## config.mk

```make
export PLATFORM = sky130hd
export DESIGN_NAME = number_to_digit_characters
export DESIGN_NICKNAME = d
export VERILOG_FILES = /design/src/rtl/core/ndc_pkg.sv /design/src/rtl/core/ndc_bcd.sv /design/src/rtl/core/number_to_digit_characters.sv
export SDC_FILE = /design/constraint.sdc
export NUM_CORES = 1
export LEC_CHECK = 0
export CORE_MARGIN = 2
export CORE_UTILIZATION = 60
export CTS_CLUSTER_SIZE = 14
export DETAILED_ROUTE_END_ITERATION = 6
export DONT_BUFFER_PORTS = 1
export PLACE_DENSITY = 0.8
export SYNTH_ARGS = -nofsm -noshare
export SYNTH_HDL_FRONTEND = slang
export SYNTH_SLANG_ARGS = --single-unit
```

## constraint.sdc

```tcl
create_clock -name aclk -period 11.6 [get_ports aclk]
set_clock_uncertainty 0.05 [all_clocks]
set_input_delay 1.16 -clock aclk [delete_from_list [all_inputs] [get_ports aclk]]
set_output_delay 1.16 -clock aclk [all_outputs]
set_load 0.005 [all_outputs]
```

## src/rtl/core/ndc_pkg.sv

```systemverilog
// ndc_pkg: modes, character codes, digit limits and the status bundle of the
// binary to BCD unit. No dependencies.
`default_nettype none

package ndc_pkg;

    typedef enum logic [1:0] {
        MODE_UDEC = 2'd0,
        MODE_SDEC = 2'd1,
        MODE_HEX  = 2'd2,
        MODE_BIN  = 2'd3
    } mode_t;

    localparam logic [6:0] CHAR_ZERO  = 7'h30;
    localparam logic [6:0] CHAR_A     = 7'h41;
    localparam logic [6:0] CHAR_PLUS  = 7'h2B;
    localparam logic [6:0] CHAR_MINUS = 7'h2D;

    localparam logic [4:0] MAX_DEC_DIGITS = 5'd10;
    localparam logic [4:0] MAX_HEX_DIGITS = 5'd8;
    localparam logic [4:0] MAX_BIN_DIGITS = 5'd16;

    localparam int unsigned BIN_WIDTH = 32;
    localparam int unsigned BCD_WIDTH = 40;

    typedef struct packed {
        logic busy;
        logic done;
    } bcd_stat_t;

endpackage : ndc_pkg

`default_nettype wire

```

## src/rtl/core/ndc_bcd.sv

```systemverilog
// ndc_bcd: iterative binary to BCD converter (shift and add three),
// one bit per cycle. Depends on ndc_pkg.
`default_nettype none

module ndc_bcd
    import ndc_pkg::*;
(
    input  wire logic                 aclk,
    input  wire logic                 aresetn,
    input  wire logic                 start,
    input  wire logic [BIN_WIDTH-1:0] value,
    output bcd_stat_t                 stat,
    output logic [BCD_WIDTH-1:0]      bcd
);

    logic                 busy_reg, busy_next;
    logic                 done_reg, done_next;
    logic [4:0]           cnt_reg, cnt_next;
    logic [BIN_WIDTH-1:0] bin_reg, bin_next;
    logic [BCD_WIDTH-1:0] bcd_reg, bcd_next;
    logic [BCD_WIDTH-1:0] adj;

    // add three to every digit of five or more before the shift
    always_comb begin
        for (int i = 0; i < BCD_WIDTH / 4; i++) begin
            adj[4*i +: 4] = (bcd_reg[4*i +: 4] >= 4'd5) ?
                            bcd_reg[4*i +: 4] + 4'd3 : bcd_reg[4*i +: 4];
        end
    end

    always_comb begin
        busy_next = busy_reg;
        done_next = 1'b0;
        cnt_next  = cnt_reg;
        bin_next  = bin_reg;
        bcd_next  = bcd_reg;
        if (start) begin
            busy_next = 1'b1;
            cnt_next  = 5'd0;
            bin_next  = value;
            bcd_next  = '0;
        end else if (busy_reg) begin
            bcd_next = {adj[BCD_WIDTH-2:0], bin_reg[BIN_WIDTH-1]};
            bin_next = {bin_reg[BIN_WIDTH-2:0], 1'b0};
            cnt_next = cnt_reg + 5'd1;
            if (cnt_reg == 5'd31) begin
                busy_next = 1'b0;
                done_next = 1'b1;
            end
        end
    end

    always_ff @(posedge aclk) begin
        if (!aresetn) begin
            busy_reg <= 1'b0;
            done_reg <= 1'b0;
            cnt_reg  <= 5'd0;
        end else begin
            busy_reg <= busy_next;
            done_reg <= done_next;
            cnt_reg  <= cnt_next;
        end
        bin_reg <= bin_next;
        bcd_reg <= bcd_next;
    end

    assign stat.busy = busy_reg;
    assign stat.done = done_reg;
    assign bcd       = bcd_reg;

endmodule : ndc_bcd

`default_nettype wire

```

## src/rtl/core/number_to_digit_characters.sv

```systemverilog
// number_to_digit_characters: top level, sequencer and character output
// register. Depends on ndc_pkg and ndc_bcd.
`default_nettype none

// Takes one 32-bit number with a mode, display line, start column and digit
// count, and returns one ASCII character per output transfer, most
// significant digit first, with leading zeros kept and higher digits dropped.
// Modes: unsigned decimal, signed decimal (a '+' or '-' comes first at the
// start column), uppercase hex and binary (low bits only). The count
// saturates at 10, 10, 8 and 16 by mode. Decimal modes run the magnitude
// through a shared shift-and-add-three BCD unit, one bit per cycle, before the
// first character; hex and binary start straight away. Characters then
// leave at one per cycle while m_ready is high. In decimal the item is taken,
// the BCD unit makes 32 shifts and the done flag is picked up; in hex or
// binary the characters follow the taking of the item.
// s_ready is high only between items; the final character may still sit in
// the output register while the next item is taken.

module number_to_digit_characters
    import ndc_pkg::*;
(
    input  wire logic        aclk,
    input  wire logic        aresetn,
    input  wire logic        s_valid,
    output logic             s_ready,
    input  wire logic [1:0]  s_mode,
    input  wire logic [2:0]  s_line,
    input  wire logic [4:0]  s_column,
    input  wire logic [31:0] s_number,
    input  wire logic [4:0]  s_length,
    output logic             m_valid,
    input  wire logic        m_ready,
    output logic [2:0]       m_line_out,
    output logic [5:0]       m_column_out,
    output logic [6:0]       m_char_code,
    output logic             m_last
);

    typedef enum logic [1:0] {
        ST_IDLE,
        ST_CONV,
        ST_OUT
    } state_t;

    state_t      state_reg;
    mode_t       mode_reg;
    logic [2:0]  line_reg;
    logic [5:0]  col_reg;
    logic [31:0] num_reg;
    logic [4:0]  cnt_reg;       // digits still to send
    logic        sign_pend_reg; // sign character still to send
    logic        neg_reg;

    logic        m_valid_reg;
    logic [2:0]  m_line_reg;
    logic [5:0]  m_col_reg;
    logic [6:0]  m_char_reg;
    logic        m_last_reg;

    // input side
    logic        s_xfer;
    mode_t       in_mode;
    logic [4:0]  len_limit;
    logic [4:0]  len_sat;
    logic        in_neg;
    logic [31:0] in_mag;

    // BCD unit
    logic             bcd_start;
    bcd_stat_t        bcd_stat;
    logic [BCD_WIDTH-1:0] bcd_data;

    // digit selection
    logic [4:0]  cnt_m1;
    logic [3:0]  k_idx;
    logic [5:0]  dec_bit;
    logic [4:0]  hex_bit;
    logic [63:0] bcd_pad;
    logic [15:0] bin_low;
    logic [3:0]  digit;
    logic [6:0]  digit_char;
    logic        out_free;
    logic        out_load;

    assign s_ready = (state_reg == ST_IDLE);
    assign s_xfer  = s_valid && s_ready;
    assign in_mode = mode_t'(s_mode);

    always_comb begin
        unique case (in_mode)
            MODE_HEX: len_limit = MAX_HEX_DIGITS;
            MODE_BIN: len_limit = MAX_BIN_DIGITS;
            default:  len_limit = MAX_DEC_DIGITS;
        endcase
    end

    assign len_sat   = (s_length > len_limit) ? len_limit : s_length;
    assign in_neg    = (in_mode == MODE_SDEC) && s_number[31];
    assign in_mag    = in_neg ? (32'd0 - s_number) : s_number;
    assign bcd_start = s_xfer && ((in_mode == MODE_UDEC) || (in_mode == MODE_SDEC));

    ndc_bcd u_bcd (
        .aclk    (aclk),
        .aresetn (aresetn),
        .start   (bcd_start),
        .value   (in_mag),
        .stat    (bcd_stat),
        .bcd     (bcd_data)
    );

    // digit k counts down from the top of the run
    assign cnt_m1  = cnt_reg - 5'd1;
    assign k_idx   = cnt_m1[3:0];
    assign dec_bit = {k_idx, 2'b00};
    assign hex_bit = {k_idx[2:0], 2'b00};
    assign bcd_pad = {{(64 - BCD_WIDTH){1'b0}}, bcd_data};
    assign bin_low = num_reg[15:0];

    always_comb begin
        unique case (mode_reg)
            MODE_HEX: digit = num_reg[hex_bit +: 4];
            MODE_BIN: digit = {3'b000, bin_low[k_idx]};
            default:  digit = bcd_pad[dec_bit +: 4];
        endcase
        if (digit >= 4'd10) begin
            digit_char = CHAR_A + {3'b000, digit} - 7'd10;
        end else begin
            digit_char = CHAR_ZERO + {3'b000, digit};
        end
    end

    // output register is free when empty or being drained this cycle
    assign out_free = !m_valid_reg || m_ready;
    assign out_load = (state_reg == ST_OUT) && out_free;

    always_ff @(posedge aclk) begin
        if (!aresetn) begin
            state_reg     <= ST_IDLE;
            m_valid_reg   <= 1'b0;
            sign_pend_reg <= 1'b0;
            cnt_reg       <= 5'd0;
        end else begin
            // a new character replaces the one leaving, else a drain empties it
            if (out_load) begin
                m_valid_reg <= 1'b1;
            end else if (m_ready) begin
                m_valid_reg <= 1'b0;
            end
            unique case (state_reg)
                ST_IDLE: begin
                    if (s_xfer) begin
                        mode_reg      <= in_mode;
                        line_reg      <= s_line;
                        col_reg       <= {1'b0, s_column};
                        num_reg       <= in_mag;
                        neg_reg       <= in_neg;
                        cnt_reg       <= len_sat;
                        sign_pend_reg <= (in_mode == MODE_SDEC);
                        if (bcd_start) begin
                            state_reg <= ST_CONV;
                        end else if (len_sat != 5'd0) begin
                            state_reg <= ST_OUT;
                        end
                    end
                end
                ST_CONV: begin
                    if (bcd_stat.done) begin
                        // signed always has its sign; unsigned may have nothing
                        if (sign_pend_reg || (cnt_reg != 5'd0)) begin
                            state_reg <= ST_OUT;
                        end else begin
                            state_reg <= ST_IDLE;
                        end
                    end
                end
                ST_OUT: begin
                    if (out_free) begin
                        m_line_reg  <= line_reg;
                        m_col_reg   <= col_reg;
                        col_reg     <= col_reg + 6'd1;
                        if (sign_pend_reg) begin
                            sign_pend_reg <= 1'b0;
                            m_char_reg    <= neg_reg ? CHAR_MINUS : CHAR_PLUS;
                            m_last_reg    <= (cnt_reg == 5'd0);
                            if (cnt_reg == 5'd0) begin
                                state_reg <= ST_IDLE;
                            end
                        end else begin
                            cnt_reg    <= cnt_m1;
                            m_char_reg <= digit_char;
                            m_last_reg <= (cnt_reg == 5'd1);
                            if (cnt_reg == 5'd1) begin
                                state_reg <= ST_IDLE;
                            end
                        end
                    end
                end
                default: begin
                    state_reg <= ST_IDLE;
                end
            endcase
        end
    end

    assign m_valid      = m_valid_reg;
    assign m_line_out   = m_line_reg;
    assign m_column_out = m_col_reg;
    assign m_char_code  = m_char_reg;
    assign m_last       = m_last_reg;

    // BCD unit only runs while the sequencer waits on it
    a_bcd_in_conv: assert property (@(posedge aclk) disable iff (!aresetn)
        bcd_stat.busy |-> (state_reg == ST_CONV))
        else $error("BCD unit busy outside conversion");

    // emit state always has a character left to send
    a_out_has_work: assert property (@(posedge aclk) disable iff (!aresetn)
        (state_reg == ST_OUT) |-> (sign_pend_reg || (cnt_reg != 5'd0)))
        else $error("emit state with nothing left");

    // column stays within start column plus sign and sixteen digits
    a_col_range: assert property (@(posedge aclk) disable iff (!aresetn)
        m_valid |-> (m_column_out <= 6'd47))
        else $error("column out of range");

    // only digits, A to F and signs leave the block
    a_char_set: assert property (@(posedge aclk) disable iff (!aresetn)
        m_valid |-> (((m_char_code >= CHAR_ZERO) && (m_char_code <= CHAR_ZERO + 7'd9))
                  || ((m_char_code >= CHAR_A) && (m_char_code <= CHAR_A + 7'd5))
                  || (m_char_code == CHAR_PLUS) || (m_char_code == CHAR_MINUS)))
        else $error("illegal character code");

endmodule : number_to_digit_characters

`default_nettype wire

```

==> results of run 1 <==
-- final timing paths --
kind                           start                           end  slack (ns)  cells past startpoint
min            line_reg[0]$_DFFE_PP_       m_line_out[0]$_DFFE_PP_        0.37                      0
max          cnt_reg[0]$_SDFFE_PN0P_  m_char_code[5]$_SDFFCE_PP1P_        7.48                     11
min reg2reg    line_reg[0]$_DFFE_PP_       m_line_out[0]$_DFFE_PP_        0.37                      0
max reg2reg  cnt_reg[0]$_SDFFE_PN0P_  m_char_code[5]$_SDFFCE_PP1P_        7.48                     11
-- routing by layer --
metal  vias up  GRT usage (%)  routed length [um]
met4         0           9.12                 303
met5         -              0                   0
met1      2695           30.7                7030
met2       193           41.0                8360
li1       2675              -                   -
met3        30           6.46                 914
-- worst max-delay path, cell delays in order (launching register included) --
cell and delay, ns:
dfxtp_1 0.31, buf_4 0.39, inv_1 0.13, ha_1 0.90, mux4_2 0.43, mux4_2 0.46, a21oi_1 0.16, a21o_1 0.23
ha_1 0.17, inv_1 0.04, a31o_2 0.24, a311o_1 0.33
-- metrics by stage --
step | util, % | hold WS, ns
after floorplan | - | 0.350
after global placement | 61.8 | 0.351
after detailed placement | 61.8 | 0.355
after CTS | 66.1 | 0.368
after global routing | 66.1 | 0.375
final | 66.1 | 0.369
-- cells in the final DEF, fill, tap and decap left out, types with 21 or more instances in the layout --
cell type | synthesis | layout
nand2_1 | 49 | 49
o21ai_0 | 42 | 42
inv_1 | 31 | 31
xnor2_1 | 23 | 23
mux2_2 | 31 | 31
edfxtp_1 | 93 | 93
mux4_2 | 21 | 21
a21oi_1 | 64 | 64
ha_1 | 32 | 32
dfxtp_1 | 56 | 55
nor2_1 | 83 | 83
xor2_1 | 28 | 28
-- power by group --
| part | internal, mW | switching (mW) |
|---|---|---|
| clock | 0.309 | 0.210 |
| sequential | 0.634 | 0.0585 |
| combinational | 0.148 | 0.176 |
-- cell families (layout without fill, tap and decap cells) --
group | count (synthesis) | in the layout | share of synthesized area, %
buf+inv | 62 | 68 | 3.25
mux | 74 | 74 | 13.1
fa+ha+maj | 32 | 32 | 4.98
xor+xnor | 51 | 51 | 5.55
flops | 149 | 149 | 48.7
compound gates | 149 | 149 | 11.0
simple gates | 223 | 223 | 13.5
-- cell type report --
cell class	instances	area share, %
Sequential cell	149	44.9
Multi-Input combinational cell	529	44.4
Clock buffer	25	5.94
Tap cell	176	2.53
Inverter	32	1.38
Clock inverter	7	0.531
Timing Repair Buffer	4	0.344
==> results.json, run 1 <==
{
  "die_h_um": 120,
  "gp_congestion": 0.854,
  "min_path_type": "reg -> reg",
  "core_um2": 13200,
  "p_total_mw": 1.54,
  "seq_area_um2": 3920,
  "ys_seq_area_share_pct": 48.7,
  "ys_top_cells_by_area": "edfxtp_1 35%, dfxtp_1 14%, mux4_2 5.9%",
  "finalHoldViolations": 0,
  "slew_viol_final": 0,
  "drive_gt1_share_pct": 13.1,
  "crit_path_end_kind": "register",
  "critical_path_class": "reg -> reg",
  "synth_flop_cell": "edfxtp_1",
  "dp_hpwl_um": 11600,
  "drt_iter0_markers": 398,
  "cts_buffers": 17,
  "grt_max_degree": 78,
  "postCtsSetupBuffers": 0,
  "initial_core_util_pct": 61.0,
  "portBuffers": 0,
  "synth-seq-cells": 149,
  "worst_slew_pin_slew_ns": 0.927,
  "hold_buffers": 0,
  "multi_input_area_um2": 3870,
  "yosysWarnings": 0,
  "place_area_um2": 8160,
  "area_growth_syn_to_layout_pct": 8.40,
  "min_period_ns": 4.12,
  "synthArstFlopShare_pct": 0,
  "cts-root-buf": "clkbuf_16",
  "fillers": 963,
  "wl_per_cell_um": 18.0,
  "ios": 70,
  "finalCritPeriodShare_pct": 35.5,
  "synth_area_um2": 8040,
  "fin_cells": 922,
  "grt_overflow": 0,
  "cts_tree": "yes",
  "nNetsFinal": 816,
  "path_clk_slew_ns": 0.06,
  "power_density_nw_per_um2": 176,
  "syn_inst": 740,
  "clock-sinks": 149,
  "drc": 0,
  "synth_commonest_cells": "93 x edfxtp_1, 83 x nor2_1, 64 x a21oi_1, 56 x dfxtp_1, 49 x nand2_1",
  "grt_pass1_wl_um": 27600,
  "cp.arrival_ns": 4.24,
  "cts_buffer_depth": 2,
  "h-tree-depth": 4,
  "slew_headroom_pct": 38.2,
  "clk_latency_ns": 0.44,
  "grt_usage_pct": 24.5,
  "viasPerCell": 6.07,
  "avgSynthCellArea_um2": 10.9,
  "fin_setup_tns_ns": 0,
  "start_kind": "register",
  "grt_pass1_vias": 5681,
  "synthDistinctLibCells": 61,
  "syn-num-nets": 823,
  "drt-pass1-iter-count": 5,
  "antenna_found_initial": 0,
  "yosysMostFrequentCell": "edfxtp_1",
  "synth_top_area_share_pct": 34.7,
  "worstPathMaxFanout": 29,
  "status": "complete, no violations",
  "irDropWorstVdd_v": 0.000106,
  "crit_required_ns": 11.72,
  "vias": 5593,
  "max_freq_mhz": 243,
  "final_cell_area_um2": 8720,
  "largest_register_ffs": 40,
  "synth-edff-count": 93,
  "post_cts_resized": 0,
  "max_cap_viol_count": 0,
  "synth_top_cell_by_area": "edfxtp_1",
  "leakagePower_nw": 3.09,
  "dp_cells": 890,
  "fin_ws_ns": 7.48,
  "die_area_um2": 14300,
  "n_antenna_cell": 0,
  "ant_nets": 0,
  "wirelength_um": 16600,
  "place_ws_ns": 7.51,
  "rsz0062_at_grt": "false",
  "die_w_um": 120,
  "setup_violations": 0,
  "rows": 42
}
(Power assumes the default switching activity.)
==> inputs of run 2 (changes only) <==
--- a/config.mk
+++ b/config.mk
@@ -6,7 +6,7 @@
 export NUM_CORES = 1
 export LEC_CHECK = 0
 export CORE_MARGIN = 2
-export CORE_UTILIZATION = 60
+export CORE_UTILIZATION = 58
 export CTS_CLUSTER_SIZE = 14
 export DETAILED_ROUTE_END_ITERATION = 6
 export DONT_BUFFER_PORTS = 1
==> constraint.sdc (replaced) <==
create_clock -name aclk -period 3.3 [get_ports aclk]
set_clock_uncertainty 0.05 [all_clocks]
set_input_delay 0.33 -clock aclk [delete_from_list [all_inputs] [get_ports aclk]]
set_output_delay 0.33 -clock aclk [all_outputs]
set_load 0.005 [all_outputs]
==> results.json, run 2 (synthesized netlist as in run 1, its figures left out) <==
{
  "status": "complete, no violations",
  "place_ws_ns": 0.203,
  "h-tree-depth": 4,
  "final_common_cell": "edfxtp_1",
  "drive_gt1_share_pct": 15.2,
  "nNetsFinal": 835,
  "timing.critical_path.to": "m_char_code[5]$_SDFFCE_PP1P_",
  "grt_pass1_vias": 5726,
  "slew_headroom_pct": 48.1,
  "portBuffers": 0,
  "worstPathMaxFanout": 13,
  "grt_usage_pct": 24.6,
  "die_area_um2": 14800,
  "r2r-end": "m_char_code[5]$_SDFFCE_PP1P_",
  "post_cts_resized": 0,
  "crit_required_ns": 3.43,
  "viasPerCell": 6.09,
  "cp.arrival_ns": 3.30,
  "vias": 5753,
  "r2r_cells": 10,
  "dp_cells": 903,
  "crit_path_end_kind": "register",
  "setup_violations": 0,
  "clock-sinks": 149,
  "met1_usage_pct": 30.8,
  "core_um2": 13700,
  "worst_slew_pin_slew_ns": 0.779,
  "rsz0062_at_grt": "false",
  "rrSetupSlack_ns": 0.13,
  "multi_input_area_um2": 3910,
  "initial_core_util_pct": 58.6,
  "rows": 43,
  "critical_path_class": "reg -> reg",
  "cts_buffer_depth": 2,
  "wirelength_um": 17300,
  "fin_ws_ns": 0.130,
  "path_clk_slew_ns": 0.06,
  "area_growth_syn_to_layout_pct": 11.4,
  "largest_register_ffs": 40,
  "grt_max_degree": 44,
  "ant_nets": 0,
  "cts-root-buf": "clkbuf_16",
  "irDropWorstVdd_v": 0.000418,
  "slew_viol_final": 0,
  "grt_overflow": 0,
  "power_density_nw_per_um2": 625,
  "busiest_layer": "met2",
  "cts_tree": "yes",
  "start_kind": "register",
  "max_cap_viol_count": 0,
  "drt-pass1-iter-count": 5,
  "antenna_found_initial": 0,
  "fin_setup_tns_ns": 0,
  "min_path_type": "in -> reg",
  "die_h_um": 122,
  "die_w_um": 122,
  "r2r_start": "cnt_reg[1]$_SDFFE_PN0P_",
  "groute.layer.met3.usage_pct": 5.95,
  "ios": 70,
  "fillers": 1006,
  "finalHoldViolations": 0,
  "drc": 0,
  "dp_hpwl_um": 11800,
  "p_total_mw": 5.60,
  "cts_buffers": 17,
  "grt_use_met2_pct": 41.1,
  "place_area_um2": 8280,
  "final_cell_mix": "93 x edfxtp_1, 83 x nor2_1, 63 x a21oi_1",
  "final_cell_area_um2": 8960,
  "max_freq_mhz": 315,
  "clk_latency_ns": 0.43,
  "fin_cells": 945,
  "seq_area_um2": 3920,
  "drt_iter0_markers": 446,
  "leakagePower_nw": 3.19,
  "holdWs_ns": 0.00903,
  "gp_congestion": 0.834,
  "wl_per_cell_um": 18.3,
  "finalCritPeriodShare_pct": 96.1,
  "crit_path_start": "cnt_reg[1]$_SDFFE_PN0P_",
  "min_period_ns": 3.17,
  "n_antenna_cell": 0,
  "grt_pass1_wl_um": 28100,
  "finish.utilization_pct": 65.3
}
[run 2: critical path, stage by stage (launching register included)]
cell     delay [ns]
dfxtp_1        0.33
inv_1          0.11
ha_4           0.40
mux4_2         0.37
mux4_2         0.48
a21oi_2        0.19
a21o_1         0.25
ha_2           0.20
inv_1          0.04
a31o_4         0.24
a311o_1        0.27
[run 2: how the worst min path moves through the flow]
stage | start | endpoint | slack (ns) | cells after the start
final | s_length[0] | cnt_reg[0]$_SDFFE_PN0P_ | 0.009 | 2
after global routing | s_length[0] | cnt_reg[0]$_SDFFE_PN0P_ | 0.03 | 2
after CTS | s_length[0] | cnt_reg[0]$_SDFFE_PN0P_ | 0.01 | 2
after detailed placement | line_reg[1]$_DFFE_PP_ | m_line_out[1]$_DFFE_PP_ | 0.35 | 0
after global placement | line_reg[1]$_DFFE_PP_ | m_line_out[1]$_DFFE_PP_ | 0.35 | 0
after floorplan | line_reg[0]$_DFFE_PP_ | m_line_out[0]$_DFFE_PP_ | 0.35 | 0
[run 2: report_power, final]
group	switching [mW]	leakage, nW	total (mW)	internal [mW]
clock	0.755	0.272	1.94	1.19
sequential	0.211	1.33	2.44	2.23
combinational	0.649	1.59	1.22	0.571
[run 2: metal layers]
layer	routed length [um]	share of wire (%)	vias to the layer above
met4	416	2.4	0
met3	823	4.8	37
met5	0	0	-
met2	8720	50	190
li1	-	-	2722
met1	7340	42	2804
[run 2: layout make-up]
type	count	area share, %
clock buffer	20	4.87
clock inverter	12	1.72
inverter	32	1.37
multi-input combinational	529	43.6
sequential	149	43.7
tap	180	2.51
timing repair buffer	23	2.26
[run 2: repair_timing]
action / CTS / global route
endpoints found under the setup margin: 0 / 1
buffers inserted: 0 / 3
hold endpoints to repair: 9 / 0
hold buffers: 7 / 0
==> inputs of run 3 (changes only) <==
--- a/config.mk
+++ b/config.mk
@@ -6,11 +6,11 @@
 export NUM_CORES = 1
 export LEC_CHECK = 0
 export CORE_MARGIN = 2
-export CORE_UTILIZATION = 58
+export CORE_UTILIZATION = 55
 export CTS_CLUSTER_SIZE = 14
 export DETAILED_ROUTE_END_ITERATION = 6
 export DONT_BUFFER_PORTS = 1
-export PLACE_DENSITY = 0.8
+export PLACE_DENSITY = 0.77
 export SYNTH_ARGS = -nofsm -noshare
 export SYNTH_HDL_FRONTEND = slang
 export SYNTH_SLANG_ARGS = --single-unit
==> results.json, run 3 (synthesized netlist as in run 1, its figures left out) <==
{
  "status": "complete, no violations",
  "grt_use_met2_pct": 37.7,
  "largest_register_ffs": 40,
  "nNetsFinal": 831,
  "crit_required_ns": 3.46,
  "fin_cells": 944,
  "ios": 70,
  "die_h_um": 125,
  "cts_tree": "yes",
  "grt_pass1_vias": 5641,
  "min_path_type": "in -> reg",
  "cts-root-buf": "clkbuf_16",
  "groute.layer.met3.usage_pct": 4.54,
  "worstPathMaxFanout": 13,
  "initial_core_util_pct": 55.8,
  "n_antenna_cell": 0,
  "met1_usage_pct": 27.8,
  "finalHoldViolations": 0,
  "critical_path_class": "reg -> reg",
  "fillers": 1137,
  "grt_pass1_wl_um": 27500,
  "path_clk_slew_ns": 0.06,
  "viasPerCell": 5.99,
  "max_cap_viol_count": 0,
  "drive_gt1_share_pct": 14.7,
  "cp.arrival_ns": 3.25,
  "area_growth_syn_to_layout_pct": 11.0,
  "final_cell_mix": "93 x edfxtp_1, 83 x nor2_1, 63 x a21oi_1",
  "cts_buffer_depth": 2,
  "cts_buffers": 17,
  "setup_violations": 0,
  "drt-pass1-iter-count": 6,
  "rows": 44,
  "portBuffers": 0,
  "h-tree-depth": 4,
  "rsz0062_at_grt": "false",
  "place_area_um2": 8290,
  "min_period_ns": 3.08,
  "grt_usage_pct": 22.0,
  "place_ws_ns": 0.224,
  "irDropWorstVdd_v": 0.000384,
  "clk_latency_ns": 0.43,
  "final_cell_area_um2": 8920,
  "fin_setup_tns_ns": 0,
  "busiest_layer": "met2",
  "crit_path_end_kind": "register",
  "grt_max_degree": 77,
  "dp_hpwl_um": 11700,
  "dp_cells": 906,
  "core_um2": 14400,
  "die_w_um": 125,
  "finalCritPeriodShare_pct": 93.4,
  "wirelength_um": 16700,
  "drt_iter0_markers": 531,
  "final_common_cell": "edfxtp_1",
  "leakagePower_nw": 3.17,
  "ant_nets": 0,
  "antenna_found_initial": 0,
  "slew_headroom_pct": 49.6,
  "fin_ws_ns": 0.217,
  "wl_per_cell_um": 17.7,
  "postCtsSetupBuffers": 0,
  "start_kind": "register",
  "power_density_nw_per_um2": 617,
  "gp_congestion": 0.841,
  "die_area_um2": 15600,
  "grt_overflow": 0,
  "max_freq_mhz": 324,
  "clock-sinks": 149,
  "vias": 5657,
  "slew_viol_final": 0,
  "worst_slew_pin_slew_ns": 0.751,
  "drc": 0
}
## run 3: changes by cell type in the layout (fill, tap and decap cells not counted)
cell	delta
inv_6	+1
clkinv_4	+2
clkinv_1	-2
bufinv_16	-1
clkinvlp_4	-3
buf_4	-5
buf_12	+1
clkbuf_1	+1
clkinv_2	+1
## run 3: area by class of cell
cell class	count	area, um^2	area share [%]
well taps	184	230	2.58
repair buffers	19	185	2.07
clock buffers	21	440	4.93
flip-flops and latches	149	3920	43.9
clock inverters	10	125	1.40
multi-input cells	529	3910	43.8
inverters	32	123	1.37
## run 3: through the flow
stage	hold WS, ns	total power [mW]	util (%)
5_1_grt	0.0431	5.77	61.9
6_report	0.0149	5.51	61.9
3_5_place_dp	0.356	3.63	57.5
2_1_floorplan	0.350	3.35	-
3_3_place_gp	0.351	3.54	57.5
4_1_cts	0.00827	5.52	61.9
## run 3: power breakdown
group / switching, mW / internal (mW) / leakage [nW]
Clock: 0.762 / 1.12 / 0.272
Combinational: 0.640 / 0.560 / 1.58
Sequential: 0.204 / 2.23 / 1.33
Total: 1.61 / 3.90 / 3.17
## run 3: metal layers
layer  vias to the layer above  wire length [um]
li1                       2709                 -
met3                        29               890
met5                         -                 0
met1                      2744              7170
met4                         0               313
met2                       175              8360
## run 3: path summary, 6_finish.rpt
check / from / endpoint / slack [ns] / cells past startpoint
worst min-delay path: s_length[0] / cnt_reg[0]$_SDFFE_PN0P_ / 0.01 / 2
worst max-delay path: cnt_reg[1]$_SDFFE_PN0P_ / m_char_code[2]$_DFFE_PP_ / 0.22 / 10
worst min register to register: line_reg[1]$_DFFE_PP_ / m_line_out[1]$_DFFE_PP_ / 0.37 / 0
worst max register to register: cnt_reg[1]$_SDFFE_PN0P_ / m_char_code[2]$_DFFE_PP_ / 0.22 / 10
## run 3: worst max-delay path, stage by stage, from the launching register on
cell and delay, ns:
dfxtp_1 0.33, inv_1 0.11, ha_4 0.38, mux4_2 0.33
mux4_2 0.48, a21oi_2 0.14, a21o_1 0.25, ha_2 0.20
inv_1 0.04, a31o_4 0.24, o311ai_0 0.33
## run 3: what timing repair did
action	4_1_cts	5_1_grt
resized for setup	0	0
endpoints found under the hold margin	9	0
hold buffers	7	0
